[config.mk]
export PLATFORM = sky130hd
export DESIGN_NAME = pm_sensor_frame_receiver
export DESIGN_NICKNAME = d
export VERILOG_FILES = /design/src/design/pmfr_pkg.sv /design/src/design/pmfr_core.sv /design/src/design/pm_sensor_frame_receiver.sv
export SDC_FILE = /design/constraint.sdc
export NUM_CORES = 1
export LEC_CHECK = 0
export ABC_AREA = 1
export BUFFER_PORTS_ARGS = -buffer_cell sky130_fd_sc_hd__buf_2
export CORE_AREA = 2 2 211 213
export DETAILED_ROUTE_END_ITERATION = 6
export DIE_AREA = 0 0 213 215
export PLACE_DENSITY_LB_ADDON = 0.1
export SLEW_MARGIN = 5
export SYNTH_ARGS = -nofsm -noshare
export SYNTH_HDL_FRONTEND = slang
export SYNTH_HIERARCHICAL = 1
export SYNTH_SLANG_ARGS = --single-unit
export TNS_END_PERCENT = 10
[constraint.sdc]
create_clock -name clk -period 7.5 [get_ports clk]
set_input_delay 0.375 -clock clk [delete_from_list [all_inputs] [get_ports clk]]
set_output_delay 0.375 -clock clk [all_outputs]
set_load 0.02 [all_outputs]
[src/design/pmfr_pkg.sv]
// ---------------------------------------------------------------------------
// pmfr_pkg
// shared constants and types of the particle sensor frame receiver
// ---------------------------------------------------------------------------
package pmfr_pkg;

    localparam int FRAME_LEN  = 32;
    localparam int POS_W      = $clog2(FRAME_LEN);
    localparam int CHK_POS    = 30;
    localparam int STATUS_POS = 29;
    localparam int RES_W      = 200;

    localparam logic [7:0]  FRAME_STX = 8'h02;
    localparam logic [7:0]  FRAME_ETX = 8'h03;
    localparam logic [15:0] GAP_RESET = 16'd500;
    localparam logic [15:0] IDLE_MAX  = 16'hFFFF;

    localparam logic OP_BYTE = 1'b0;
    localparam logic OP_TICK = 1'b1;

    typedef struct packed {
        logic       op;
        logic [7:0] data;
    } step_t;

    typedef struct packed {
        logic        ok;
        logic [7:0]  status;
        logic [15:0] count_100;
        logic [15:0] count_50;
        logic [15:0] count_25;
        logic [15:0] count_10;
        logic [15:0] count_05;
        logic [15:0] count_03;
        logic [31:0] mass_pm10;
        logic [31:0] mass_pm25;
        logic [31:0] mass_pm1;
    } frame_t;

endpackage

[src/design/pmfr_core.sv]
// ---------------------------------------------------------------------------
// pmfr_core
// frame assembly state: byte store, position, running xor, idle timer,
// and the frame check decoded from the beat being consumed
// ---------------------------------------------------------------------------
module pmfr_core (
    input  logic             clk,
    input  logic             rst_n,
    input  logic             step_en,
    input  pmfr_pkg::step_t  item,
    input  logic [15:0]      gap_ticks,
    output logic             result_vld,
    output pmfr_pkg::frame_t result
);
    import pmfr_pkg::*;

    logic [7:0]       frame_store [FRAME_LEN];
    logic [POS_W-1:0] cnt_reg;
    logic [POS_W-1:0] cnt_next;
    logic [7:0]       xor_reg;
    logic [7:0]       xor_next;
    logic [15:0]      idle_reg;
    logic [15:0]      idle_next;
    logic             gap_hit;
    logic             is_byte;
    logic [POS_W-1:0] pos;
    logic [7:0]       xor_base;
    logic             chk_ok;

    always_comb
    begin
        gap_hit  = idle_reg >= gap_ticks;
        is_byte  = item.op == OP_BYTE;
        pos      = gap_hit ? '0 : cnt_reg;
        xor_base = gap_hit ? 8'h00 : xor_reg;
        result_vld = is_byte && (pos == POS_W'(FRAME_LEN - 1));
        chk_ok = (frame_store[0] == FRAME_STX) && (item.data == FRAME_ETX)
              && (xor_base == frame_store[CHK_POS]);

        if (pos >= POS_W'(1) && pos < POS_W'(CHK_POS))
            xor_next = xor_base ^ item.data;
        else
            xor_next = xor_base;
        cnt_next = pos + POS_W'(1);

        if (idle_reg == IDLE_MAX)
            idle_next = idle_reg;
        else
            idle_next = idle_reg + 16'd1;
    end

    always_comb
    begin
        result = '0;
        if (chk_ok)
        begin
            result.ok        = 1'b1;
            result.mass_pm1  = {frame_store[4], frame_store[3], frame_store[2], frame_store[1]};
            result.mass_pm25 = {frame_store[8], frame_store[7], frame_store[6], frame_store[5]};
            result.mass_pm10 = {frame_store[12], frame_store[11], frame_store[10],
                                frame_store[9]};
            result.count_03  = {frame_store[14], frame_store[13]};
            result.count_05  = {frame_store[16], frame_store[15]};
            result.count_10  = {frame_store[18], frame_store[17]};
            result.count_25  = {frame_store[22], frame_store[21]};
            result.count_50  = {frame_store[24], frame_store[23]};
            result.count_100 = {frame_store[26], frame_store[25]};
            result.status    = frame_store[STATUS_POS];
        end
    end

    // byte store, no reset
    always_ff @(posedge clk)
    begin
        if (step_en && is_byte)
            frame_store[pos] <= item.data;
    end

    always_ff @(posedge clk or negedge rst_n)
    begin
        if (!rst_n)
        begin
            cnt_reg  <= '0;
            xor_reg  <= '0;
            idle_reg <= '0;
        end
        else if (step_en)
        begin
            if (!is_byte)
                idle_reg <= idle_next;
            else
            begin
                idle_reg <= '0;
                if (result_vld)
                begin
                    cnt_reg <= '0;
                    xor_reg <= '0;
                end
                else
                begin
                    cnt_reg <= cnt_next;
                    xor_reg <= xor_next;
                end
            end
        end
    end

    a_idle_sat: assert property (@(posedge clk) disable iff (!rst_n)
        (step_en && item.op == OP_TICK && idle_reg == IDLE_MAX) |=> idle_reg == IDLE_MAX)
        else $error("idle timer wrapped");

    a_tick_keeps_pos: assert property (@(posedge clk) disable iff (!rst_n)
        (step_en && item.op == OP_TICK) |=> $stable(cnt_reg) && $stable(xor_reg))
        else $error("tick changed frame position");

    a_frame_restart: assert property (@(posedge clk) disable iff (!rst_n)
        (step_en && result_vld) |=> cnt_reg == '0 && xor_reg == '0 && idle_reg == '0)
        else $error("state not cleared after frame end");

    a_end_no_gap: assert property (@(posedge clk) disable iff (!rst_n)
        result_vld |-> !gap_hit && cnt_reg == POS_W'(FRAME_LEN - 1))
        else $error("frame end without full frame");

endmodule

[src/design/pm_sensor_frame_receiver.sv]
// ---------------------------------------------------------------------------
// pm_sensor_frame_receiver
// receives uart bytes and time ticks, collects 32-byte stx/etx frames,
// checks the xor checksum and emits one decoded result per frame
//
// channel  dir  signals                        beat contents
// s        in   s_tvalid s_tready s_tdata/user byte or tick
// m        out  m_tvalid m_tready m_tdata/user decoded frame
// cfg      in   cfg_valid cfg_ready cfg_data   gap_ticks
//
// one beat per cycle unless a frame end stalls on m; accepted beats wait in
// in_item_reg until consumed; the frame result is on m right after that edge
// reset clears control state, gap_ticks returns to 500, store is unwritten
// a stalled result only blocks the input when the next beat ends a frame
// ---------------------------------------------------------------------------
module pm_sensor_frame_receiver (
    input  logic         clk,
    input  logic         rst_n,
    input  logic         s_tvalid,
    output logic         s_tready,
    input  logic [7:0]   s_tdata,   // rx_byte
    input  logic         s_tuser,   // operation
    output logic         m_tvalid,
    input  logic         m_tready,
    output logic [199:0] m_tdata,   // mass_pm1, mass_pm25, mass_pm10, count_03,
                                    // count_05, count_10, count_25, count_50,
                                    // count_100, sensor_status
    output logic         m_tuser,   // frame_ok
    input  logic         cfg_valid,
    output logic         cfg_ready,
    input  logic [15:0]  cfg_data   // gap_ticks
);
    import pmfr_pkg::*;

    logic             in_vld_reg;
    step_t            in_item_reg;
    logic             out_vld_reg;
    logic             out_ok_reg;
    logic [RES_W-1:0] out_data_reg;
    logic [15:0]      gap_reg;
    logic             proceed;
    logic             core_res_vld;
    frame_t           core_res;

    pmfr_core u_core (
        .clk        (clk),
        .rst_n      (rst_n),
        .step_en    (proceed),
        .item       (in_item_reg),
        .gap_ticks  (gap_reg),
        .result_vld (core_res_vld),
        .result     (core_res)
    );

    assign proceed   = in_vld_reg && (!core_res_vld || !out_vld_reg || m_tready);
    assign s_tready  = !in_vld_reg || proceed;
    assign cfg_ready = 1'b1;
    assign m_tvalid  = out_vld_reg;
    assign m_tuser   = out_ok_reg;
    assign m_tdata   = out_data_reg;

    always_ff @(posedge clk or negedge rst_n)
    begin
        if (!rst_n)
        begin
            in_vld_reg  <= 1'b0;
            out_vld_reg <= 1'b0;
            gap_reg     <= GAP_RESET;
        end
        else
        begin
            if (s_tvalid && s_tready)
                in_vld_reg <= 1'b1;
            else if (proceed)
                in_vld_reg <= 1'b0;

            if (proceed && core_res_vld)
                out_vld_reg <= 1'b1;
            else if (m_tready)
                out_vld_reg <= 1'b0;

            if (cfg_valid && cfg_ready)
                gap_reg <= cfg_data;
        end
    end

    // payload registers
    always_ff @(posedge clk)
    begin
        if (s_tvalid && s_tready)
        begin
            in_item_reg.op   <= s_tuser;
            in_item_reg.data <= s_tdata;
        end
        if (proceed && core_res_vld)
        begin
            out_ok_reg   <= core_res.ok;
            out_data_reg <= {core_res.status, core_res.count_100, core_res.count_50,
                             core_res.count_25, core_res.count_10, core_res.count_05,
                             core_res.count_03, core_res.mass_pm10, core_res.mass_pm25,
                             core_res.mass_pm1};
        end
    end

    a_reject_zero: assert property (@(posedge clk) disable iff (!rst_n)
        (m_tvalid && !m_tuser) |-> m_tdata == '0)
        else $error("rejected frame carries data");

    a_no_block_when_empty: assert property (@(posedge clk) disable iff (!rst_n)
        !out_vld_reg |-> s_tready)
        else $error("input stalled with empty output");

    a_result_loaded: assert property (@(posedge clk) disable iff (!rst_n)
        (proceed && core_res_vld) |=> m_tvalid && m_tuser == $past(core_res.ok))
        else $error("frame result not presented");

endmodule

After elaboration in Yosys (flattened, before gate mapping)
Memory sizes are Yosys's and may differ from the RTL's.
Cells that the tools add are included.
{"block": "word_totals", "reg_bits": 257, "ramBits": 256, "output_inout_bits": 204, "wordCells": 56, "mem_count": 1}
{"block": "op_classes", "add_sub_neg": 2, "order_cmp": 3, "n_eq_ne": 6, "mux": 14, "bitwise_logic": 2, "reduce_logical": 18}
{"name": "u_core.frame_store", "words": 32, "width": 8, "rd": 27, "rd_clocked_by_memory_dff": 0, "wr": 1, "line": "pmfr_core.sv:17", "text": "logic [7:0] frame_store [FRAME_LEN];"}
{"operator": "$mux 201", "n": 1}
{"operator": "$mux 16", "n": 2}
{"operator": "$mux 8", "n": 3}
{"operator": "$add 16x1->16 const B", "n": 1}
{"operator": "$eq 16x16->1 const B", "n": 1}
{"operator": "$eq 8x2->1 const B", "n": 2}
{"operator": "$ge 16x16->1", "n": 1}
{"operator": "$mux 5", "n": 2}
{"operator": "$eq 8x8->1", "n": 1}
{"operator": "$logic_and 1x1->1", "n": 8}
{"operator": "$xor 8x8->8", "n": 1}
{"operator": "$mux 1", "n": 6}
{"operator": "$add 5x1->5 const B", "n": 1}
{"operator": "$eq 5x5->1 const B", "n": 1}
{"operator": "$ge 5x1->1 const B", "n": 1}
{"operator": "$lt 5x5->1 const B", "n": 1}
{"operator": "$reduce_and 2->1", "n": 2}
{"operator": "$reduce_bool 2->1", "n": 2}
{"operator": "$logic_not 1->1", "n": 3}
{"operator": "$logic_or 1x1->1", "n": 3}
{"operator": "$ne 2x2->1 const B", "n": 1}
{"operator": "$not 1->1", "n": 1}

Depth between registers and ports, before layout
Gate-level depths: netlist of the first run.
{"block": "logic_depth", "ltp_word": 11, "mapped_depth": 27, "depth_no_buf": 25}

Hierarchy
The synthesis of the first run kept the hierarchy.
{"module": "pmfr_core", "n_inst": 1, "cells_per_inst": 1069, "area_each_um2": 12235.5, "seq_area_each_um2": 7211.9}
{"module": "pm_sensor_frame_receiver", "n_inst": 1, "cells_per_inst": 293, "area_each_um2": 7075.5, "seq_area_each_um2": 6764.0}

Worst setup path after synthesis of the first run
No wires, ideal clock.
{"block": "synth_path", "path_kind": "flip-flop to flip-flop", "startpoint": "register gap_reg[2]", "endpoint": "register out_data_reg[0] (netlist: m_tdata[0]) (enable)", "setup_time_ns": 0.553, "arrival_ns": 6.340, "t_required_ns": 6.947, "slack_ns": 0.607, "path_stages_with_launch": 20, "n_path_buf": 0, "period_less_slack_ns": 6.893, "path_cell_list": "dfstp_2 > inv_1 > ha_1 > nand2_1 > nor2_1 > nor2_1 > nand2_1 > nand2_1 > nand2_1 > nand2_2 > nand2_2 > nor2_1 > ha_1 > nand2_1 > nor2_1 > ha_1 > inv_1 > nor2_1 > nand3_1 > inv_1"}
{"block": "synth_between", "elab_chain_len": 9}
{"element": "start: declaration", "line": "pm_sensor_frame_receiver.sv:40", "text": "logic [15:0] gap_reg;"}
{"element": "start signal: assignment", "line": "pm_sensor_frame_receiver.sv:83", "text": "gap_reg <= cfg_data;"}
{"element": "$ge 16x16->1 *", "line": "pmfr_core.sv:32", "text": "gap_hit = idle_reg >= gap_ticks;"}
{"element": "$mux 5 *", "line": "pmfr_core.sv:34", "text": "pos = gap_hit ? '0 : cnt_reg;"}
{"element": "$eq 5x5->1 *", "line": "pmfr_core.sv:36", "text": "result_vld = is_byte && (pos == POS_W'(FRAME_LEN - 1));"}
{"element": "$logic_and 1x1->1 *", "line": "pmfr_core.sv:36"}
{"element": "via core_res_vld", "line": "pm_sensor_frame_receiver.sv:42", "text": "logic core_res_vld;"}
{"element": "$logic_not 1->1", "line": "pm_sensor_frame_receiver.sv:55", "text": "assign proceed = in_vld_reg && (!core_res_vld || !out_vld_reg || m_tready);"}
{"element": "$logic_or 1x1->1 (2 in series)", "line": "pm_sensor_frame_receiver.sv:55"}
{"element": "$logic_and 1x1->1", "line": "pm_sensor_frame_receiver.sv:55"}
{"element": "$logic_and 1x1->1 *", "line": "pm_sensor_frame_receiver.sv:95", "text": "if (proceed && core_res_vld)"}
{"element": "end signal: assignment", "line": "pm_sensor_frame_receiver.sv:98", "text": "out_data_reg <= {core_res.status, core_res.count_100, core_res.count_50,"}
{"element": "end: declaration", "line": "pm_sensor_frame_receiver.sv:39", "text": "logic [RES_W-1:0] out_data_reg;"}
Mark *: on every way through the listed nets, which the timed path passes. The rest lies on a longest branch.
A chain may end at the register's enable or synchronous reset.

Worst setup path in the final report of the first run
{"block": "layout_path", "startpoint": "register gap_reg[2]", "endpoint": "memory u_core.frame_store[26][0] (enable)"}
{"block": "layout_between", "elab_chain_len": 11}
{"element": "$ge 16x16->1", "line": "pmfr_core.sv:32"}
{"element": "$mux 5", "line": "pmfr_core.sv:34"}
{"element": "$eq 5x5->1", "line": "pmfr_core.sv:36"}
{"element": "$logic_and 1x1->1", "line": "pmfr_core.sv:36"}
{"element": "via core_res_vld", "line": "pm_sensor_frame_receiver.sv:42"}
{"element": "$logic_not 1->1", "line": "pm_sensor_frame_receiver.sv:55"}
{"element": "$logic_or 1x1->1 (2 in series)", "line": "pm_sensor_frame_receiver.sv:55"}
{"element": "$logic_and 1x1->1", "line": "pm_sensor_frame_receiver.sv:55"}
{"element": "via proceed", "line": "pm_sensor_frame_receiver.sv:41", "text": "logic proceed;"}
{"element": "$logic_and 1x1->1", "line": "pmfr_core.sv:75", "text": "if (step_en && is_byte)"}
{"element": "$mux 1", "line": "pmfr_core.sv:75"}
{"element": "$mux 1 (implied by the code)", "line": "pmfr_core.sv:76", "text": "frame_store[pos] <= item.data;"}
{"element": "end: declaration", "line": "pmfr_core.sv:17"}
The timed path passes the listed nets, and every way through them passes these cells.

==> summary.md, run 1 <==
| Metric | Value |
|---|---|
| Net count of the finished layout | `1671` |
| Kind of cell adding the most delay to the critical path | `simple AND/OR/NAND/NOR gates` |
| Transition time of the tightest slew-check pin | `~1100 ps` |
| Layout cells sized above 1 | `32.7%` |
| Diodes inserted | `0` |
| Maximum net fanout on the critical path | `13` |
| Max-cap check violation count | `0` |
| List of cells traversed by the critical path | `inv_1 > ha_1 > nand2_1 > nor2_1 > nor2_1 > nand2_1 > nand2_1 > nand2_1 > nand2_2 > nand2_2 > nor2_1 > ha_1 > nand2_1 > nor2_1 > ha_1 > inv_1 > nor2_1 > a31oi_1 > inv_1 > nor2_1 > nand2_1 > nor2_1` |
| Vias in the first global route | `10600` |
| Unrepaired setup endpoints after global routing | `false` |
| Delay of the slowest cell on the worst path | `710 ps` |
| Cells after Synth | `1362` |
| Total design power | `5.92 mW` |
| Number of sinks driven by the clock tree | `473` |
| Slowest CP cell | `sky130_fd_sc_hd__nor2_1` |
| Post-route setup slack | `~2500 ps` |
| CTS tree | `built` |
| Register area share after synthesis | `72.4%` |
| Dominant cell type by area after synthesis | `sky130_fd_sc_hd__edfxtp_1` |
| Max-slew violations | `0` |
| Die Ht | `215 um` |
| Critical path class | `reg2reg` |
| Core area | `43600 um2` |
| Area share of the largest cell type after synthesis | `between 60% and 70%` |
| Placed Cells incl. Taps | `2144` |
| Netlist Area Pre-Place | `between 15000 and 20000 um2` |
| Detailed Place HPWL | `25100 um` |
| Most flops, register | `u_core/frame_store` |
| Fmax | `between 150 and 200 MHz` |
| Critical path capture point type | `flop` |
| Number of vias in the routed layout | `10600` |
| PwrDens | `262 nW/um2` |
| Worst max-slew margin expressed relative to the limit | `28.8%` |
| Setup TNS | `0 ps` |
| Post-detailed-route DRC marker count | `0` |
| Post-Syn Nets | `~1400` |
| Period minus WS final | `5040 ps` |
| Max FFs per register | `216` |
| Most common cell after layout, fill and taps aside | `sky130_fd_sc_hd__edfxtp_1` |
| I/O pin total | `234` |
| TritonRoute pass-1 iters | `5` |
| Leakage dissipation | `9.47 nW` |
| Number of warnings reported in the yosys synthesis log | `6` |
| Most Frequent Cell on Critical Path | `sky130_fd_sc_hd__nor2_1` |
| Initial antenna violation count | `0` |
| Path type of the worst min-delay path | `in2reg` |
| Post-route antenna net violation count | `0` |
| Initial core utilization | `44.2%` |
| Number of hold violations in the final report | `0` |
| Critical path startpoint category | `flop` |
| Pin count of the biggest net entering global routing | `125` |
| Wire length after detailed routing | `40800 um` |
| Starting DRC count in detailed routing | `486` |
| Residual overflow from global routing | `0` |
| Final setup violation count | `0` |
| Clock Tree Root | `sky130_fd_sc_hd__clkbuf_16` |
| Area occupied by multi-input gates | `3830 um2` |
| CTS H-tree lvls | `2` |
| CP Data Required Time | `7700 ps` |
| Die width | `213 um` |
| Tot GR Track Use | `18.1%` |
| Cells resized by post-CTS repair | `0` |
| Number of CTS-inserted buffers | `50` |
| First-pass GRT wire length | `62100 um` |
| Maximum clock insertion buffer count | `3` |
| Data arrival, critical path | `5250 ps` |
| Vias/cell | `4.69` |
| Area of the die | `45800 um2` |
| Clock insertion delay at the later pin of the skew report | `around 590 ps` |
| Distinct cell type count of the synthesized netlist | `39` |
| PortBufs | `232` |
| Area Growth Syn to Fin | `17.2%` |
| Reg area | `14000 um2` |
| DP Worst Slack | `roughly 2400 ps` |
| Status | `completed` |
| Worst clock skew on the final layout | `24.7 ps` |
| Number of filler instances in the final layout | `3736` |
| Final clock period utilization by the worst path | `roughly two thirds` |
| Post-DR wirelength/cell | `about 18 um` |
| Number of flip-flops and latches in the synthesized netlist | `473` |
| Mean instance size in the synthesized netlist | `14.2 um2` |
| Final std cells w/o fill | `2252` |
| Buffer and inverter count on the worst path | `3` |
| Placer congestion estimate | `between 0.8 and 0.9` |
| Floorplan row count | `a little under 80` |
| Most used cells in the layout excluding fill and tap cells | `sky130_fd_sc_hd__edfxtp_1 (426), sky130_fd_sc_hd__inv_1 (286), sky130_fd_sc_hd__buf_2 (232), sky130_fd_sc_hd__nor3_2 (199), sky130_fd_sc_hd__nand2_1 (137)` |
| Tightest hold margin | `25.9 ps` |
| Clock-pin transition on the worst setup and hold timing paths | `~60 ps` |
| IR drop worst, VDD | `approximately 0.14 mV` |
| Top area cells in the synthesized netlist | `sky130_fd_sc_hd__edfxtp_1 (66%), sky130_fd_sc_hd__nor3_2 (10%), sky130_fd_sc_hd__inv_1 (5.6%)` |
stage by stage:
stage	cell area (um2)	utilization (%)
after detailed placement	20900	48.0
after global routing	22600	51.9
after floorplan	19300	-
after global placement	20900	48.0
after CTS	22600	51.9
final	22600	51.9
report_power, final:
group	total, mW	switching [mW]	internal, mW
registers	3.00	0.0452	2.95
clock network	2.35	0.996	1.35
logic	0.577	0.438	0.139
synth_stat cells, drive strengths merged:
master  number
o22ai        2
nor4         3
nand3       31
nor2        62
inv        288
ha          22
dfrtp       41
nand2      141
a211oi       1
o21a         1
o31ai        4
conb         1
clkbuf       6
dfstp        6
xnor2        3
edfxtp     426
a31oi        1
xor2         9
o21ai       31
nor3       207
o311ai       1
nand4       11
or2          1
buf         51
a21oi       12
metal layers:
layer	GRT usage, %	wire [um]	up-vias
met5	0	0	-
met4	4.94	789	0
met1	25.3	18700	5195
met2	29.1	19600	213
li1	-	-	5106
met3	3.32	1750	54
logic make-up (layout without fill, tap and decap cells):
family | Yosys count | count (layout) | synth area share (%)
simple gates | 456 | 456 | 16.0
flops | 473 | 473 | 72.4
other cells | 1 | 1 | 0.0194
buf+inv | 345 | 643 | 7.93
compound gates | 53 | 53 | 1.67
xor+xnor | 12 | 12 | 0.583
fa+ha+maj | 22 | 22 | 1.43
final timing paths:
kind / end / slack, ps / startpoint / cells past startpoint
max reg2reg: u_core/frame_store[26][0] / 2460 / gap_reg[2] / 22
min reg2reg: gap_reg[7] / 470 / gap_reg[7] / 2
max in group asynchronous: gap_reg[9] / 6630 / rst_n / 3
max: u_core/frame_store[26][0] / 2460 / gap_reg[2] / 22
min: gap_reg[11] / 30 / cfg_data[11] / 3
min in group asynchronous: u_core/idle_reg[2] / 440 / rst_n / 3
final cells by class:
class                   count  area share, %
inverters                 288           4.81
flip-flops and latches    473           61.7
well taps                 592           3.27
repair buffers            262           6.40
clock buffers              62           5.82
multi-input cells         544           16.9
clock inverters            31           1.04
worst min-delay path, stage by stage:
cell	delay [ps]
sky130_fd_sc_hd__buf_2	90
sky130_fd_sc_hd__nand2_1	40
sky130_fd_sc_hd__o21ai_0	50
timing repair:
item / in CTS / in global routing
hold endpoints to repair: 55 / 0
hold buffers: 15 / 0
setup buffers: 0 / 0
No activity file was read; power rests on OpenSTA's default activity.
==> inputs of run 2 (changes only) <==
clock period = 4.4 ns   (was 7.5 ns; I/O delays follow)
==> summary.md, run 2 (synthesized netlist as in run 1, its figures left out) <==
| Metric | Value |
|---|---|
| Final std cells w/o fill | `2304` |
| Path type of the worst min-delay path | `in2reg` |
| Worst max-slew margin expressed relative to the limit | `52.8%` |
| Placed Cells incl. Taps | `2188` |
| Residual overflow from global routing | `0` |
| Post-Layout Inst Area | `between 20000 and 25000 um2` |
| Cells resized by post-CTS repair | `0` |
| Max-cap check violation count | `0` |
| Initial antenna violation count | `0` |
| Number of CTS-inserted buffers | `50` |
| Unrepaired setup endpoints after global routing | `false` |
| CP Data Required Time | `4730 ps` |
| PwrDens | `439 nW/um2` |
| Delay of the slowest cell on the worst path | `470 ps` |
| Setup TNS | `0 ps` |
| Critical path capture point type | `flop` |
| Wire length after detailed routing | `41300 um` |
| Most flops, register | `u_core/frame_store` |
| Post-DR wirelength/cell | `17.9 um` |
| Floorplan row count | `a little under 80` |
| First-pass GRT wire length | `63800 um` |
| DP Worst Slack | `450 ps` |
| Leakage dissipation | `9.79 nW` |
| Critical path startpoint category | `flop` |
| CTS tree | `built` |
| Most common cell after layout, fill and taps aside | `sky130_fd_sc_hd__edfxtp_1` |
| Worst clock skew on the final layout | `16.4 ps` |
| Hold_buf cts | `27` |
| CTS H-tree lvls | `2` |
| Post-route antenna net violation count | `0` |
| Util after Layout | `between 50% and 60%` |
| Status | `completed` |
| Post-route setup slack | `422 ps` |
| Area Growth Syn to Fin | `20.4%` |
| Critical path class | `reg2reg` |
| Diodes inserted | `0` |
| Post-detailed-route DRC marker count | `0` |
| Clock insertion delay at the later pin of the skew report | `580 ps` |
| Data arrival, critical path | `4310 ps` |
| Maximum clock insertion buffer count | `3` |
| Maximum net fanout on the critical path | `13` |
| TritonRoute pass-1 iters | `5` |
| Area of the die | `45800 um2` |
| Number of filler instances in the final layout | `3698` |
| Clock Tree Root | `sky130_fd_sc_hd__clkbuf_16` |
| Transition time of the tightest slew-check pin | `a little over 700 ps` |
| Slowest CP cell | `sky130_fd_sc_hd__nand2_1` |
| Vias/cell | `4.73` |
| Final clock period utilization by the worst path | `about 90%` |
| Fmax | `251 MHz` |
| Period minus WS final | `3980 ps` |
| I/O pin total | `between 200 and 250` |
| Tot GR Track Use | `18.4%` |
| Number of vias in the routed layout | `about 11000` |
| Clock-pin transition on the worst setup and hold timing paths | `roughly 60 ps` |
| Net count of the finished layout | `1727` |
| IR drop worst, VDD | `0.271 mV` |
| Most used cells in the layout excluding fill and tap cells | `sky130_fd_sc_hd__edfxtp_1 (426), sky130_fd_sc_hd__inv_1 (284), sky130_fd_sc_hd__buf_2 (232), sky130_fd_sc_hd__nor3_2 (199), sky130_fd_sc_hd__nand2_1 (136)` |
| Max-slew violations | `0` |
| Post-CTS Setup Repair Bufs | `0` |
| Die Ht | `roughly 220 um` |
| Core area | `~44000 um2` |
| Final setup violation count | `0` |
| Placed standard-cell area | `21400 um2` |
| Die width | `213 um` |
| Vias in the first global route | `roughly 11000` |
| Max FFs per register | `~220` |
| Pin count of the biggest net entering global routing | `between 70 and 80` |
| Most Frequent Cell on Critical Path | `sky130_fd_sc_hd__nor2_1` |
| List of cells traversed by the critical path | `ha_1 > a21oi_1 > o21ai_1 > a21oi_4 > nand2_2 > nor2_1 > ha_4 > nand2_2 > nor2_1 > ha_2 > inv_2 > nor2_2 > a31oi_1 > inv_1 > nor2_1 > nand2_1 > nor2_1 > buf_4` |
| Placer congestion estimate | `0.864` |
| Layout cells sized above 1 | `34.9%` |
| Initial core utilization | `between 40% and 50%` |
| PortBufs | `232` |
| Number of hold violations in the final report | `0` |
| Starting DRC count in detailed routing | `roughly 700` |
| Detailed Place HPWL | `approximately 26000 um` |
| Number of sinks driven by the clock tree | `approximately 470` |
==> run 2: area by class of cell <==
class	count	area [um2]	share of cell area, %
tap	592	741	3.19
multi-input combinational	544	3870	16.6
clock inverter	23	210	0.904
inverter	288	1090	4.68
sequential	473	14000	60.1
timing repair buffer	318	2010	8.65
clock buffer	66	1360	5.86
==> run 2: stage by stage <==
| stage | hold slack [ps] | power [mW] |
|---|---|---|
| 3_5_place_dp | 369 | 6.27 |
| 4_1_cts | 3.21 | 10.3 |
| 5_1_grt | 51.3 | 10.7 |
| 2_1_floorplan | -75.6 | 5.94 |
| 3_3_place_gp | 368 | 6.27 |
| 6_report | 37.3 | 10.2 |
==> run 2: power by group <==
part           leakage [nW]  switching (mW)  total, mW  internal (mW)
Clock                 0.773            1.67       4.02           2.35
Sequential             4.96          0.0776       5.11           5.03
Combinational          4.05           0.776       1.08          0.299
Total                  9.79            2.53       10.2           7.68
==> run 2: routing by layer <==
layer / up-vias / part of all wire [%] / global-route usage, %
met2: 239 / 49 / 29.6
met5: - / 0 / 0
met4: 0 / 2.1 / 4.94
li1: 5218 / - / -
met3: 55 / 4.9 / 3.80
met1: 5387 / 44 / 25.5
==> run 2: path summary, 6_finish.rpt <==
kind	start	endpoint	slack, ps	cells past startpoint
worst max-delay path	u_core/idle_reg[13]	u_core/frame_store[21][5]	420	18
worst min-delay path	m_tready	m_tvalid	40	4
worst max register to register	u_core/idle_reg[13]	u_core/frame_store[21][5]	420	18
worst min register to register	gap_reg[2]	gap_reg[2]	470	2
max in group asynchronous	rst_n	gap_reg[11]	3700	3
min in group asynchronous	rst_n	gap_reg[3]	290	3
==> run 2: critical path: cells and delay by family (launching register included) <==
kind	cells	cell delay, ps
AOI/OAI and AO/OA	4	850
adders and majority gates	3	710
buffers and inverters	3	290
DFF	1	450
and+or+nand+nor	8	1430
